--- src/hw/rtl/interrupt_priority_controller_top_macros.svh ---
// Assertion shorthands for the interrupt priority controller.
// Both expect clk and arst_n in scope.
`ifndef INTERRUPT_PRIORITY_CONTROLLER_TOP_MACROS_SVH
`define INTERRUPT_PRIORITY_CONTROLLER_TOP_MACROS_SVH

// Check the consequent in the same cycle as the antecedent
`define IPC_ASSERT_NOW(label, ante, cons) \
	label: assert property (@(posedge clk) disable iff (!arst_n) (ante) |-> (cons)) \
		else $error("ipc assertion failed");

// Check the consequent in the cycle after the antecedent
`define IPC_ASSERT_NEXT(label, ante, cons) \
	label: assert property (@(posedge clk) disable iff (!arst_n) (ante) |=> (cons)) \
		else $error("ipc assertion failed");

`endif

--- src/hw/rtl/ipc_pkg.sv ---
package ipc_pkg;

	// Interrupt count and vector numbering
	localparam int NUM_IRQS       = 32;
	localparam int EXCEPTION_BASE = 16;
	localparam int IRQ_IDX_W      = (NUM_IRQS > 1) ? $clog2(NUM_IRQS) : 1;

	// Field widths
	localparam int DATA_W  = 32;
	localparam int ADDR_W  = 10;
	localparam int EXC_IN_W = 6;
	localparam int EXC_W   = 7;
	localparam int ACT_W   = 2;

	// Priority storage: four 2-bit levels per word, one byte each, level in bits 7:6
	localparam int PRIO_W        = 2;
	localparam int PRIO_LEVELS   = 4;
	localparam int PRIO_SHIFT    = 6;
	localparam int BYTE_W        = 8;
	localparam int PRIO_PER_WORD = 4;
	localparam int PRIO_SLOTS    = 32;
	localparam int PRIO_SLOT_W   = 5;
	localparam int PRIO_K_W      = 2;
	localparam int PRIO_WORD_W   = PRIO_SLOT_W - PRIO_K_W;

	// Stream payload widths
	localparam int S_TDATA_W = 88;
	localparam int M_TDATA_W = 40;

	// Bus access codes
	localparam logic [ACT_W-1:0] ACT_NONE  = 2'd0;
	localparam logic [ACT_W-1:0] ACT_READ  = 2'd1;
	localparam logic [ACT_W-1:0] ACT_WRITE = 2'd2;

	// Register map (byte offsets)
	localparam logic [ADDR_W-1:0] ADDR_SET_EN   = 10'h000;
	localparam logic [ADDR_W-1:0] ADDR_CLR_EN   = 10'h080;
	localparam logic [ADDR_W-1:0] ADDR_SET_PEND = 10'h100;
	localparam logic [ADDR_W-1:0] ADDR_CLR_PEND = 10'h180;
	localparam logic [ADDR_W-1:0] ADDR_PRIO     = 10'h300;

	// Winner of the priority compare
	typedef struct packed {
		logic                 found;
		logic [IRQ_IDX_W-1:0] index;
	} win_t;

endpackage

--- src/hw/rtl/ipc_arbiter.sv ---
module ipc_arbiter (
	input  logic [ipc_pkg::NUM_IRQS-1:0] cand,
	input  logic [ipc_pkg::PRIO_W-1:0]   levels [ipc_pkg::PRIO_SLOTS],
	output ipc_pkg::win_t                win
);
	import ipc_pkg::*;

	logic [NUM_IRQS-1:0] lvl_mask [PRIO_LEVELS];
	logic [NUM_IRQS-1:0] sel;

	// Split candidates by priority level
	always_comb begin
		for (int p = 0; p < PRIO_LEVELS; p++) begin
			for (int i = 0; i < NUM_IRQS; i++) begin
				lvl_mask[p][i] = cand[i] && (levels[i] == PRIO_W'(p));
			end
		end
	end

	// Take the lowest populated level, then its lowest index
	always_comb begin
		sel       = '0;
		win.found = |cand;
		win.index = '0;
		for (int p = PRIO_LEVELS - 1; p >= 0; p--) begin
			if (|lvl_mask[p]) begin
				sel = lvl_mask[p];
			end
		end
		for (int i = NUM_IRQS - 1; i >= 0; i--) begin
			if (sel[i]) begin
				win.index = IRQ_IDX_W'(i);
			end
		end
	end

endmodule

--- src/hw/rtl/interrupt_priority_controller_top.sv ---
// Interrupt priority controller for up to 32 request lines with enable,
// pending and 2-bit priority state. Each input word carries one optional bus
// access (read or write, selected by s_tuser) plus the request line levels
// and the CPU's active and returning exception numbers; each input word
// yields exactly one output word. The block takes one word per clock when
// m_tready does not hold back the result register. Each word passes from
// the input register, where the bus decode, pending update and 32-way
// priority compare settle, into the result register. All state is updated
// as the result register loads, so each word sees the effects of the one
// before it. Register map: 0x000
// set-enable, 0x080 clear-enable, 0x100 set-pending, 0x180 clear-pending,
// 0x300-0x31C priority (level in bits 7:6 of each byte); other offsets
// raise address_error. pending_exception is -1 when nothing is pending and
// 0 while power_on is low, which also freezes pending state.
`include "interrupt_priority_controller_top_macros.svh"

module interrupt_priority_controller_top (
	input  logic                           clk,
	input  logic                           arst_n,
	input  logic                           s_tvalid,
	output logic                           s_tready,
	// address[9:0], write_data[41:10], irq_lines[73:42], active_exception[79:74],
	// returning_exception[85:80], power_on[86], zero[87]
	input  logic [ipc_pkg::S_TDATA_W-1:0]  s_tdata,
	// action[1:0]
	input  logic [ipc_pkg::ACT_W-1:0]      s_tuser,
	output logic                           m_tvalid,
	input  logic                           m_tready,
	// read_data[31:0], pending_exception[38:32], address_error[39]
	output logic [ipc_pkg::M_TDATA_W-1:0]  m_tdata
);
	import ipc_pkg::*;

	// Input register
	logic                valid_s1;
	logic [ACT_W-1:0]    action_s1;
	logic [ADDR_W-1:0]   address_s1;
	logic [DATA_W-1:0]   write_data_s1;
	logic [DATA_W-1:0]   irq_lines_s1;
	logic [EXC_IN_W-1:0] active_s1;
	logic [EXC_IN_W-1:0] returning_s1;
	logic                power_s1;

	// Result register
	logic                valid_s2;
	logic [DATA_W-1:0]   read_data_s2;
	logic [EXC_W-1:0]    pend_exc_s2;
	logic                addr_err_s2;

	// Controller state
	logic [NUM_IRQS-1:0] enable_q;
	logic [NUM_IRQS-1:0] pending_q;
	logic [NUM_IRQS-1:0] prev_lines_q;
	logic [EXC_W-1:0]    prev_active_q;
	logic [PRIO_W-1:0]   prio_q [PRIO_SLOTS];

	// Next state and result
	logic                  advance;
	logic                  is_rd, is_wr;
	logic                  hit_set_en, hit_clr_en, hit_set_pend, hit_clr_pend, hit_prio;
	logic                  addr_err;
	logic [PRIO_WORD_W-1:0] prio_n;
	logic [NUM_IRQS-1:0]   enable_nx;
	logic [NUM_IRQS-1:0]   pending_nx;
	logic [NUM_IRQS-1:0]   sw_set, sw_clr;
	logic [PRIO_W-1:0]     prio_nx [PRIO_SLOTS];
	logic [DATA_W-1:0]     rdata;
	logic [EXC_W-1:0]      pend_exc;
	logic [NUM_IRQS-1:0]   cand;
	win_t                  win;

	// Move a word from the input register into the result register
	assign advance  = valid_s1 && (!valid_s2 || m_tready);
	assign s_tready = !valid_s1 || advance;
	assign m_tvalid = valid_s2;
	assign m_tdata  = {addr_err_s2, pend_exc_s2, read_data_s2};

	// Decode the bus access
	always_comb begin
		is_rd        = (action_s1 == ACT_READ);
		is_wr        = (action_s1 == ACT_WRITE);
		hit_set_en   = (address_s1[ADDR_W-1:2] == ADDR_SET_EN[ADDR_W-1:2]);
		hit_clr_en   = (address_s1[ADDR_W-1:2] == ADDR_CLR_EN[ADDR_W-1:2]);
		hit_set_pend = (address_s1[ADDR_W-1:2] == ADDR_SET_PEND[ADDR_W-1:2]);
		hit_clr_pend = (address_s1[ADDR_W-1:2] == ADDR_CLR_PEND[ADDR_W-1:2]);
		hit_prio     = (address_s1[ADDR_W-1:5] == ADDR_PRIO[ADDR_W-1:5]);
		prio_n       = address_s1[4:2];
		addr_err     = (is_rd || is_wr) &&
			!(hit_set_en || hit_clr_en || hit_set_pend || hit_clr_pend || hit_prio);
	end

	// Apply bus writes and form read data
	always_comb begin
		enable_nx = enable_q;
		sw_set    = '0;
		sw_clr    = '0;
		rdata     = '0;
		if (is_wr && hit_set_en) begin
			enable_nx = enable_q | write_data_s1[NUM_IRQS-1:0];
		end
		if (is_wr && hit_clr_en) begin
			enable_nx = enable_q & ~write_data_s1[NUM_IRQS-1:0];
		end
		if (is_wr && hit_set_pend && power_s1) begin
			sw_set = write_data_s1[NUM_IRQS-1:0];
		end
		if (is_wr && hit_clr_pend && power_s1) begin
			sw_clr = write_data_s1[NUM_IRQS-1:0];
		end
		if (is_rd && (hit_set_en || hit_clr_en)) begin
			rdata = DATA_W'(enable_q);
		end
		if (is_rd && (hit_set_pend || hit_clr_pend)) begin
			rdata = DATA_W'(pending_q);
		end
		if (is_rd && hit_prio) begin
			for (int k = 0; k < PRIO_PER_WORD; k++) begin
				rdata[BYTE_W*k + PRIO_SHIFT +: PRIO_W] = prio_q[{prio_n, PRIO_K_W'(k)}];
			end
		end
		for (int j = 0; j < PRIO_SLOTS; j++) begin
			if (is_wr && hit_prio && (PRIO_WORD_W'(j / PRIO_PER_WORD) == prio_n)) begin
				prio_nx[j] = write_data_s1[BYTE_W*(j % PRIO_PER_WORD) + PRIO_SHIFT +: PRIO_W];
			end else begin
				prio_nx[j] = prio_q[j];
			end
		end
	end

	// Update pending bits: set beats clear, handler entry clears
	always_comb begin
		pending_nx = pending_q;
		if (power_s1) begin
			for (int i = 0; i < NUM_IRQS; i++) begin
				if ((irq_lines_s1[i] && !prev_lines_q[i]) ||
					(irq_lines_s1[i] && ({1'b0, returning_s1} == EXC_W'(i + EXCEPTION_BASE))) ||
					sw_set[i]) begin
					pending_nx[i] = 1'b1;
				end else if ((!irq_lines_s1[i] && sw_clr[i]) ||
					(({1'b0, active_s1} == EXC_W'(i + EXCEPTION_BASE)) &&
					({1'b0, active_s1} != prev_active_q))) begin
					pending_nx[i] = 1'b0;
				end
			end
		end
		cand = pending_nx & enable_nx;
	end

	ipc_arbiter u_arbiter (
		.cand   (cand),
		.levels (prio_nx),
		.win    (win)
	);

	// Form the reported exception number
	always_comb begin
		if (!power_s1) begin
			pend_exc = '0;
		end else if (win.found) begin
			pend_exc = EXC_W'(win.index) + EXC_W'(EXCEPTION_BASE);
		end else begin
			pend_exc = '1;
		end
	end

	// Hold handshake flags and controller state
	always_ff @(posedge clk or negedge arst_n) begin
		if (!arst_n) begin
			valid_s1      <= 1'b0;
			valid_s2      <= 1'b0;
			enable_q      <= '0;
			pending_q     <= '0;
			prev_lines_q  <= '0;
			prev_active_q <= '1;
			for (int j = 0; j < PRIO_SLOTS; j++) begin
				prio_q[j] <= '0;
			end
		end else begin
			if (s_tready) begin
				valid_s1 <= s_tvalid;
			end
			if (advance) begin
				valid_s2 <= 1'b1;
			end else if (m_tready) begin
				valid_s2 <= 1'b0;
			end
			if (advance) begin
				enable_q  <= enable_nx;
				pending_q <= pending_nx;
				for (int j = 0; j < PRIO_SLOTS; j++) begin
					prio_q[j] <= prio_nx[j];
				end
				if (power_s1) begin
					prev_lines_q  <= irq_lines_s1[NUM_IRQS-1:0];
					prev_active_q <= {1'b0, active_s1};
				end
			end
		end
	end

	// Capture input words and results
	always_ff @(posedge clk) begin
		if (s_tready && s_tvalid) begin
			action_s1     <= s_tuser;
			address_s1    <= s_tdata[9:0];
			write_data_s1 <= s_tdata[41:10];
			irq_lines_s1  <= s_tdata[73:42];
			active_s1     <= s_tdata[79:74];
			returning_s1  <= s_tdata[85:80];
			power_s1      <= s_tdata[86];
		end
		if (advance) begin
			read_data_s2 <= rdata;
			pend_exc_s2  <= pend_exc;
			addr_err_s2  <= addr_err;
		end
	end

	// The winner must be an enabled pending line
	`IPC_ASSERT_NOW(a_win_is_cand, valid_s1 && win.found, cand[win.index])
	// Unmapped accesses read back zero
	`IPC_ASSERT_NOW(a_err_reads_zero, valid_s1 && addr_err, rdata == '0)
	// Powered off: pending state frozen and zero reported
	`IPC_ASSERT_NEXT(a_power_off_freeze, advance && !power_s1, (pending_q == $past(pending_q)) && (pend_exc_s2 == '0))
	// State only moves when a word is processed
	`IPC_ASSERT_NEXT(a_state_idle_hold, !advance, $stable(enable_q) && $stable(pending_q))

endmodule
--- config.mk ---
export PLATFORM = sky130hd
export DESIGN_NAME = interrupt_priority_controller_top
export DESIGN_NICKNAME = d
export VERILOG_FILES = /design/src/hw/rtl/ipc_pkg.sv /design/src/hw/rtl/ipc_arbiter.sv /design/src/hw/rtl/interrupt_priority_controller_top.sv
export VERILOG_INCLUDE_DIRS = /design/src /design/src/hw/rtl
export SDC_FILE = /design/constraint.sdc
export NUM_CORES = 1
export LEC_CHECK = 0
export BUFFER_PORTS_ARGS = -buffer_cell sky130_fd_sc_hd__buf_2
export CAP_MARGIN = 5
export CORE_MARGIN = 4
export CORE_UTILIZATION = 52
export CTS_BUF_LIST = sky130_fd_sc_hd__clkbuf_8 sky130_fd_sc_hd__clkbuf_16
export DETAILED_ROUTE_END_ITERATION = 7
export HOLD_SLACK_MARGIN = 0.02
export PLACE_DENSITY = 0.7
export SYNTH_ARGS = -nofsm -noshare
export SYNTH_HDL_FRONTEND = slang
export SYNTH_SLANG_ARGS = --single-unit
--- constraint.sdc ---
create_clock -name clk -period 6.56 [get_ports clk]
set_clock_uncertainty 0.1 [all_clocks]
set_input_delay 0.656 -clock clk [delete_from_list [all_inputs] [get_ports clk]]
set_output_delay 0.656 -clock clk [all_outputs]
set_load 0.01 [all_outputs]
**After elaboration in Yosys (flattened, before gate mapping)**

Index checks and enable logic that the tools add are counted.
W data, S select, Z words.

- Flip-flop bits (word level): 298
- Bits in latches: 0
- Bits in writable memories: 0
- ROM bits: 0
- Bits of input ports: 94
- Output and inout port bits: 42
- Memories kept: 0

- Add/sub/neg operators: 1
- $mul: 0
- Divide/modulo/power cells: 0
- Order comparisons: 4
- Eq/ne operators: 174
- Shifts and indexed selects: 0
- Multiplexer cells: 158
- Bitwise gates (word level): 8
- Reduce and logical (&&, ||, !) cells: 489

Operators with widths:

| kind | number |
|---|---|
| $mux W32 | 11 |
| $logic_and A1 B1 Y1 | 277 |
| $eq A6 B5 Y1 const B | 32 |
| $eq A6 B6 Y1 const B | 32 |
| $mux W5 | 32 |
| $reduce_or A32 Y1 | 5 |
| $eq A2 B2 Y1 const B | 65 |
| $logic_or A1 B1 Y1 | 104 |
| $mux W2 | 44 |
| $logic_not A1 Y1 | 67 |
| $eq A2 B1 Y1 const B | 33 |
| $mux W1 | 66 |
| $and A32 B32 Y32 | 2 |
| $logic_not A2 Y1 | 32 |
| $bmux W2 S5 | 4 |
| $not A32 Y32 | 1 |
| $or A32 B32 Y32 | 1 |
| $ge A6 B6 Y1 const B | 4 |
| $not A5 Y6 | 4 |
| $eq A8 B7 Y1 const B | 2 |
| $eq A3 B3 Y1 const A | 4 |
| $eq A8 B6 Y1 const B | 1 |
| $logic_not A8 Y1 | 1 |
| $mux W7 | 1 |
| other kinds (8) | 9 |

**Longest topological paths before layout**

- Depth in word-level cells: 50
- Mapped depth: 22
- Mapped depth without buffers: 17

**By module**

Synthesis repeated with hierarchy kept, for this count alone.

- Cell total of the unflattened synthesis: 1992
- Area, all modules: 19398.6 µm²

Modules (own cells, without submodules):

| module | instances | cells an instance | area each (µm²) | sequential area each (µm²) |
|---|---|---|---|---|
| interrupt_priority_controller_top | 1 | 1570 | 16594.7 | 8051.5 |
| ipc_arbiter | 1 | 422 | 2803.9 | 0.0 |

**Worst setup path after synthesis**

OpenSTA, ideal clock, no wires.

- Path type: reg-to-reg
- Start: reg action_s1[0]
- End: reg pend_exc_s2[1], data pin
- Library setup time: 0.271 ns
- Data arrival time: 4.563 ns
- Path slack: 1.626 ns
- Cell stages (with the launch flop): 20
- Buffers on the path: 3
- Clock period less this slack: 4.934 ns
- Cell sequence: edfxtp_1 inv_1 ha_1 or3b_2 clkbuf_1 o41a_1 a211oi_2 a211oi_1 and2_4 a2111o_1 or4_4 or2_1 buf_6 buf_6 o32a_1 o211ai_2 a21boi_1 o2111a_1 o41ai_2 a311oi_1

- Cells in the longest elaborated chain, start to end: 50
- Elaborated cells on any way between the ends: 513
- Classes of those cells: add/sub: 1; eq/ne: 97; mux: 138; bitwise: 1; reduce/logical: 276

RTL lines:

| what | RTL line | text |
|---|---|---|
| from (decl) | interrupt_priority_controller_top.sv:36 | `logic [ACT_W-1:0] action_s1;` |
| from (signal assigned) | interrupt_priority_controller_top.sv:204 | `action_s1 <= s_tuser;` |
| $eq A2 B2 Y1 * | interrupt_priority_controller_top.sv:81 | `is_wr = (action_s1 == ACT_WRITE);` |
| $logic_and A1 B1 Y1 (2 in a row) | interrupt_priority_controller_top.sv:107 | `if (is_wr && hit_clr_pend && power_s1) begin` |
| $mux W32 | interrupt_priority_controller_top.sv:107 |  |
| $logic_and A1 B1 Y1 | interrupt_priority_controller_top.sv:139 | `end else if ((!irq_lines_s1[i] && sw_clr[i]) \|\|` |
| $logic_or A1 B1 Y1 | interrupt_priority_controller_top.sv:139 |  |
| $mux W1 | interrupt_priority_controller_top.sv:139 |  |
| $mux W1 | interrupt_priority_controller_top.sv:135 | `if ((irq_lines_s1[i] && !prev_lines_q[i]) \|\|` |
| $mux W32 | interrupt_priority_controller_top.sv:133 | `if (power_s1) begin` |
| $and A32 B32 Y32 | interrupt_priority_controller_top.sv:146 | `cand = pending_nx & enable_nx;` |
| $logic_and A1 B1 Y1 | ipc_arbiter.sv:15 | `lvl_mask[p][i] = cand[i] && (levels[i] == PRIO_W'(p));` |
| $reduce_or A32 Y1 | ipc_arbiter.sv:26 | `if (\|lvl_mask[p]) begin` |
| $mux W32 (4 in a row) | ipc_arbiter.sv:26 |  |
| $mux W5 (32 in a row) | ipc_arbiter.sv:31 | `if (sel[i]) begin` |
| $add A5 B5 Y6 | interrupt_priority_controller_top.sv:160 | `pend_exc = EXC_W'(win.index) + EXC_W'(EXCEPTION_BASE);` |
| $mux W7 * | interrupt_priority_controller_top.sv:159 | `end else if (win.found) begin` |
| to (signal assigned) | interrupt_priority_controller_top.sv:214 | `pend_exc_s2 <= pend_exc;` |
| to (decl) | interrupt_priority_controller_top.sv:47 | `logic [EXC_W-1:0] pend_exc_s2;` |

Mark *: on every way between the ends. The rest lies on a longest branch, timed or not.
A chain may end at the register's enable or synchronous reset.

**Final worst setup path**

- Start: reg action_s1[0]
- End: reg pend_exc_s2[4], data pin

The elaborated chain is that of the path after synthesis.

==> flow_summary.yaml <==
yosys:
  syn-cell-area_sq_um: 18100
  synth-main-ff-cell: "dfrtp_1"
  yosysTopAreaCellShare: 0.224
  avgSynthCellArea_sq_um: 9.65
  async_flop_share: 0.571
  ys_seq_elements: 296
  synth_fp_nets: 1975
  ys_warn_count: 0
  synth_cell_types: 102
  syn_inst: 1879
  synth_edf_count: 127
  ys_top_cells_by_area: "dfrtp_1 22%, edfxtp_1 21%, mux2i_1 7.1%"
  seq_area_frac_synth: 0.444
  yosys.area.top_type: "dfrtp_1"
die:
  core-area_sq_um: 34500
  die-width_um: 195
  pin_count: 136
  fp-row-count: 68
  initial_core_util: 0.526
  die_height_um: 195
  die_area_sq_um: 37900
routing:
  dr.pass1.iters: 5
  dr_wl_met2_mm: 29.3
  drc: 0
  wl_met3_mm: 6.66
  top_layer: "met5"
  vias: 16500
  drt-total-wl_mm: 67.2
  drtAntennaViolNets: 0
  wl_per_cell_um: 27.0
  wl_met1_mm: 28.2
  vias_per_cell: 6.64
  drtIter0Drc: 1997
grt:
  grt_overflow: 0
  antenna_found_initial: 2
  track_usage: 0.348
  grt_max_degree: 93
  first_global_vias: 15700
  grt_pass1_wl_mm: 100
layout:
  drive_above_1_share: 0.206
  final_util: 0.601
  fillers: 2902
  seqCellArea_sq_um: 8050
  nets: 2106
  multiInputGateArea_sq_um: 9450
  antenna_cells: 0
  area_growth_pct: 14.3
setup_path:
  start_kind: "flip-flop"
  cp_max_fo: 30
  crit_arrival_ns: 6.38
  critPathKind: "reg2reg"
  crit_path_end_kind: "flip-flop"
  required_ns: 6.76
timing:
  worstMarginPinSlew_ns: 1.03
  hold_viol_final: 0
  rsz0062_at_grt: "no"
  min_period_ns: 6.18
  setup_viol: 0
  min_period_over_period: 0.942
  max_freq_ghz: 0.162
  maxSlewViolCount: 0
  hold_ws_ns: 0.177
  setup_tns_ns: 0
  relSlewSlack: 0.310
hold_path:
  hp-class: "in2reg"
pwr:
  peakVddDrop_v: 0.000258
  power.leakage_nw: 8.74
  power.density_nw_per_um2: 258
clock_network:
  worstSkewPairLatency_ns: 0.55
  cts_buffers: 34
  clock_path_buffers: 3
  cts_root_buf: "clkbuf_16"
  cts_tree: "done"
  cts-htree-levels: 2
  clock_sink_count: 296
  cts.clk_slew.worst_paths_ns: 0.06
place:
  dp_hpwl_mm: 50.3
  port_buffers: 132
  gp_congestion: 1.03
run_status:
  status: "complete, no violations"
flow_run:
  cap_viol_max_count: 0
[kinds of logic (layout without fill, tap and decap cells)]
family                   count (synthesis)  after routing  share of synthesized area
AND/OR/NAND/NOR                        719            719                      0.204
AO/OA/AOI/OAI                          477            477                      0.172
flip-flops                             296            296                      0.444
multiplexers                           219            219                      0.137
buffers and inverters                  159            316                     0.0373
XOR/XNOR                                 7              7                    0.00338
adder cells (fa/ha/maj)                  2              2                    0.00138
[what timing repair did]
item | in CTS | in global routing
hold buffers | 1 | 0
endpoints found under the hold margin | 48 | 0
buffers inserted | 0 | 0
resized for setup | 0 | 0
[stage by stage]
step	instance area [sq um]	worst slack, ns	total power, mW	std cells
after global placement	19500	0.615	3.31	2428
after detailed placement	19500	0.645	3.34	2428
after CTS	20700	0.589	5.34	2491
after floorplan	18100	1.63	2.92	1879
after global routing	20700	0.216	5.54	2491
final	20700	0.379	5.33	2491
[state kept, by name, summed over array words and instances, names as in the netlist]
| signal | flops |
|---|---|
| pending_q | 32 |
| prio_q | 64 |
| action_s1 | 2 |
| pend_exc_s2 | 7 |
| m_tvalid | 1 |
| irq_lines_s1 | 32 |
| valid_s1 | 1 |
| write_data_s1 | 32 |
| addr_err_s2 | 1 |
| power_s1 | 1 |
| enable_q | 32 |
| read_data_s2 | 32 |
| prev_active_q | 7 |
| address_s1 | 8 |
| returning_s1 | 6 |
| prev_lines_q | 32 |
| active_s1 | 6 |
[layout make-up]
class	instances	area share
Multi-Input combinational cell	1424	0.456
Sequential cell	296	0.389
Timing Repair Buffer	218	0.0641
Clock buffer	39	0.0449
Tap cell	455	0.0275
Clock inverter	23	0.0122
Inverter	36	0.00652
[worst paths after layout]
check	start	endpoint	slack, ns	depth (start not counted)
max	action_s1[0]	pend_exc_s2[4]	0.38	19
min	s_tdata[20]	write_data_s1[10]	0.18	1
max reg2reg	action_s1[0]	pend_exc_s2[4]	0.38	19
min reg2reg	prev_active_q[6]	prev_active_q[6]	0.40	1
max in group asynchronous	arst_n	prio_q[2]	4.36	3
min in group asynchronous	arst_n	pending_q[4]	0.54	2
[cell usage in the layout, fill, tap and decap left out, types with 7 or more instances in the layout]
cell       count
nand3_1       35
o21a_1        15
or2_2          9
a32oi_1       12
o21ai_0      177
nand2b_1      54
and2_1        18
and3_1         9
nand2_1      326
dfstp_2        7
nand4_1       58
o22ai_1       27
a31oi_1        9
o211ai_1      32
dfrtp_1      162
mux2_2        72
and4_1         9
mux2i_1      129
a22oi_1       26
a211oi_1       9
edfxtp_1     127
a21oi_1       63
nand3b_1      33
o2111ai_1      9
nor2b_1       21
clkbuf_16     35
o32ai_1        8
mux4_2        16
buf_4         84
buf_2        131
nor4_1        13
o21ai_1        9
nor2_1        68
inv_1         35
[routing by layer]
metal / up-vias / global-route usage
met1: 8101 / 0.507
met5: - / 0
li1: 7281 / -
met4: 2 / 0.136
met3: 168 / 0.0605
met2: 988 / 0.521
[synthesized netlist by cell type (all sizes together) (12+ instances only)]
cell type	count
a21oi	63
a32oi	12
clkbuf	84
dfrtp	162
a211oi	13
nor4	16
nand2b	54
o21a	15
edfxtp	127
and2	20
nand3	35
nand3b	33
mux2	74
nor2	70
buf	39
inv	35
o211ai	33
nand4	58
o21ai	186
mux2i	129
nor2b	21
o22ai	28
nand2	328
a22oi	26
mux4	16
[report_power, final]
part / internal [mW] / switching (mW) / total [mW]
Sequential: 2.14 / 0.196 / 2.34
Combinational: 0.361 / 0.647 / 1.01
Clock: 1.19 / 0.801 / 1.99
[worst max-delay path: stages (launching register included)]
cell and delay, ns:
edfxtp_1 0.42, inv_1 0.08, ha_1 0.19, or3b_2 0.67
or3_1 0.41, buf_4 0.24, o21ai_0 0.20, o211ai_1 0.27
a32oi_1 0.46, o211ai_1 0.17, nor4_2 0.53, and2_1 0.25
buf_12 0.20, mux2i_1 0.12, a32oi_1 0.20, o311ai_1 0.19
nor3_2 0.38, nand4_1 0.23, o21bai_2 0.29, o31a_1 0.31
(Power assumes the default switching activity.)
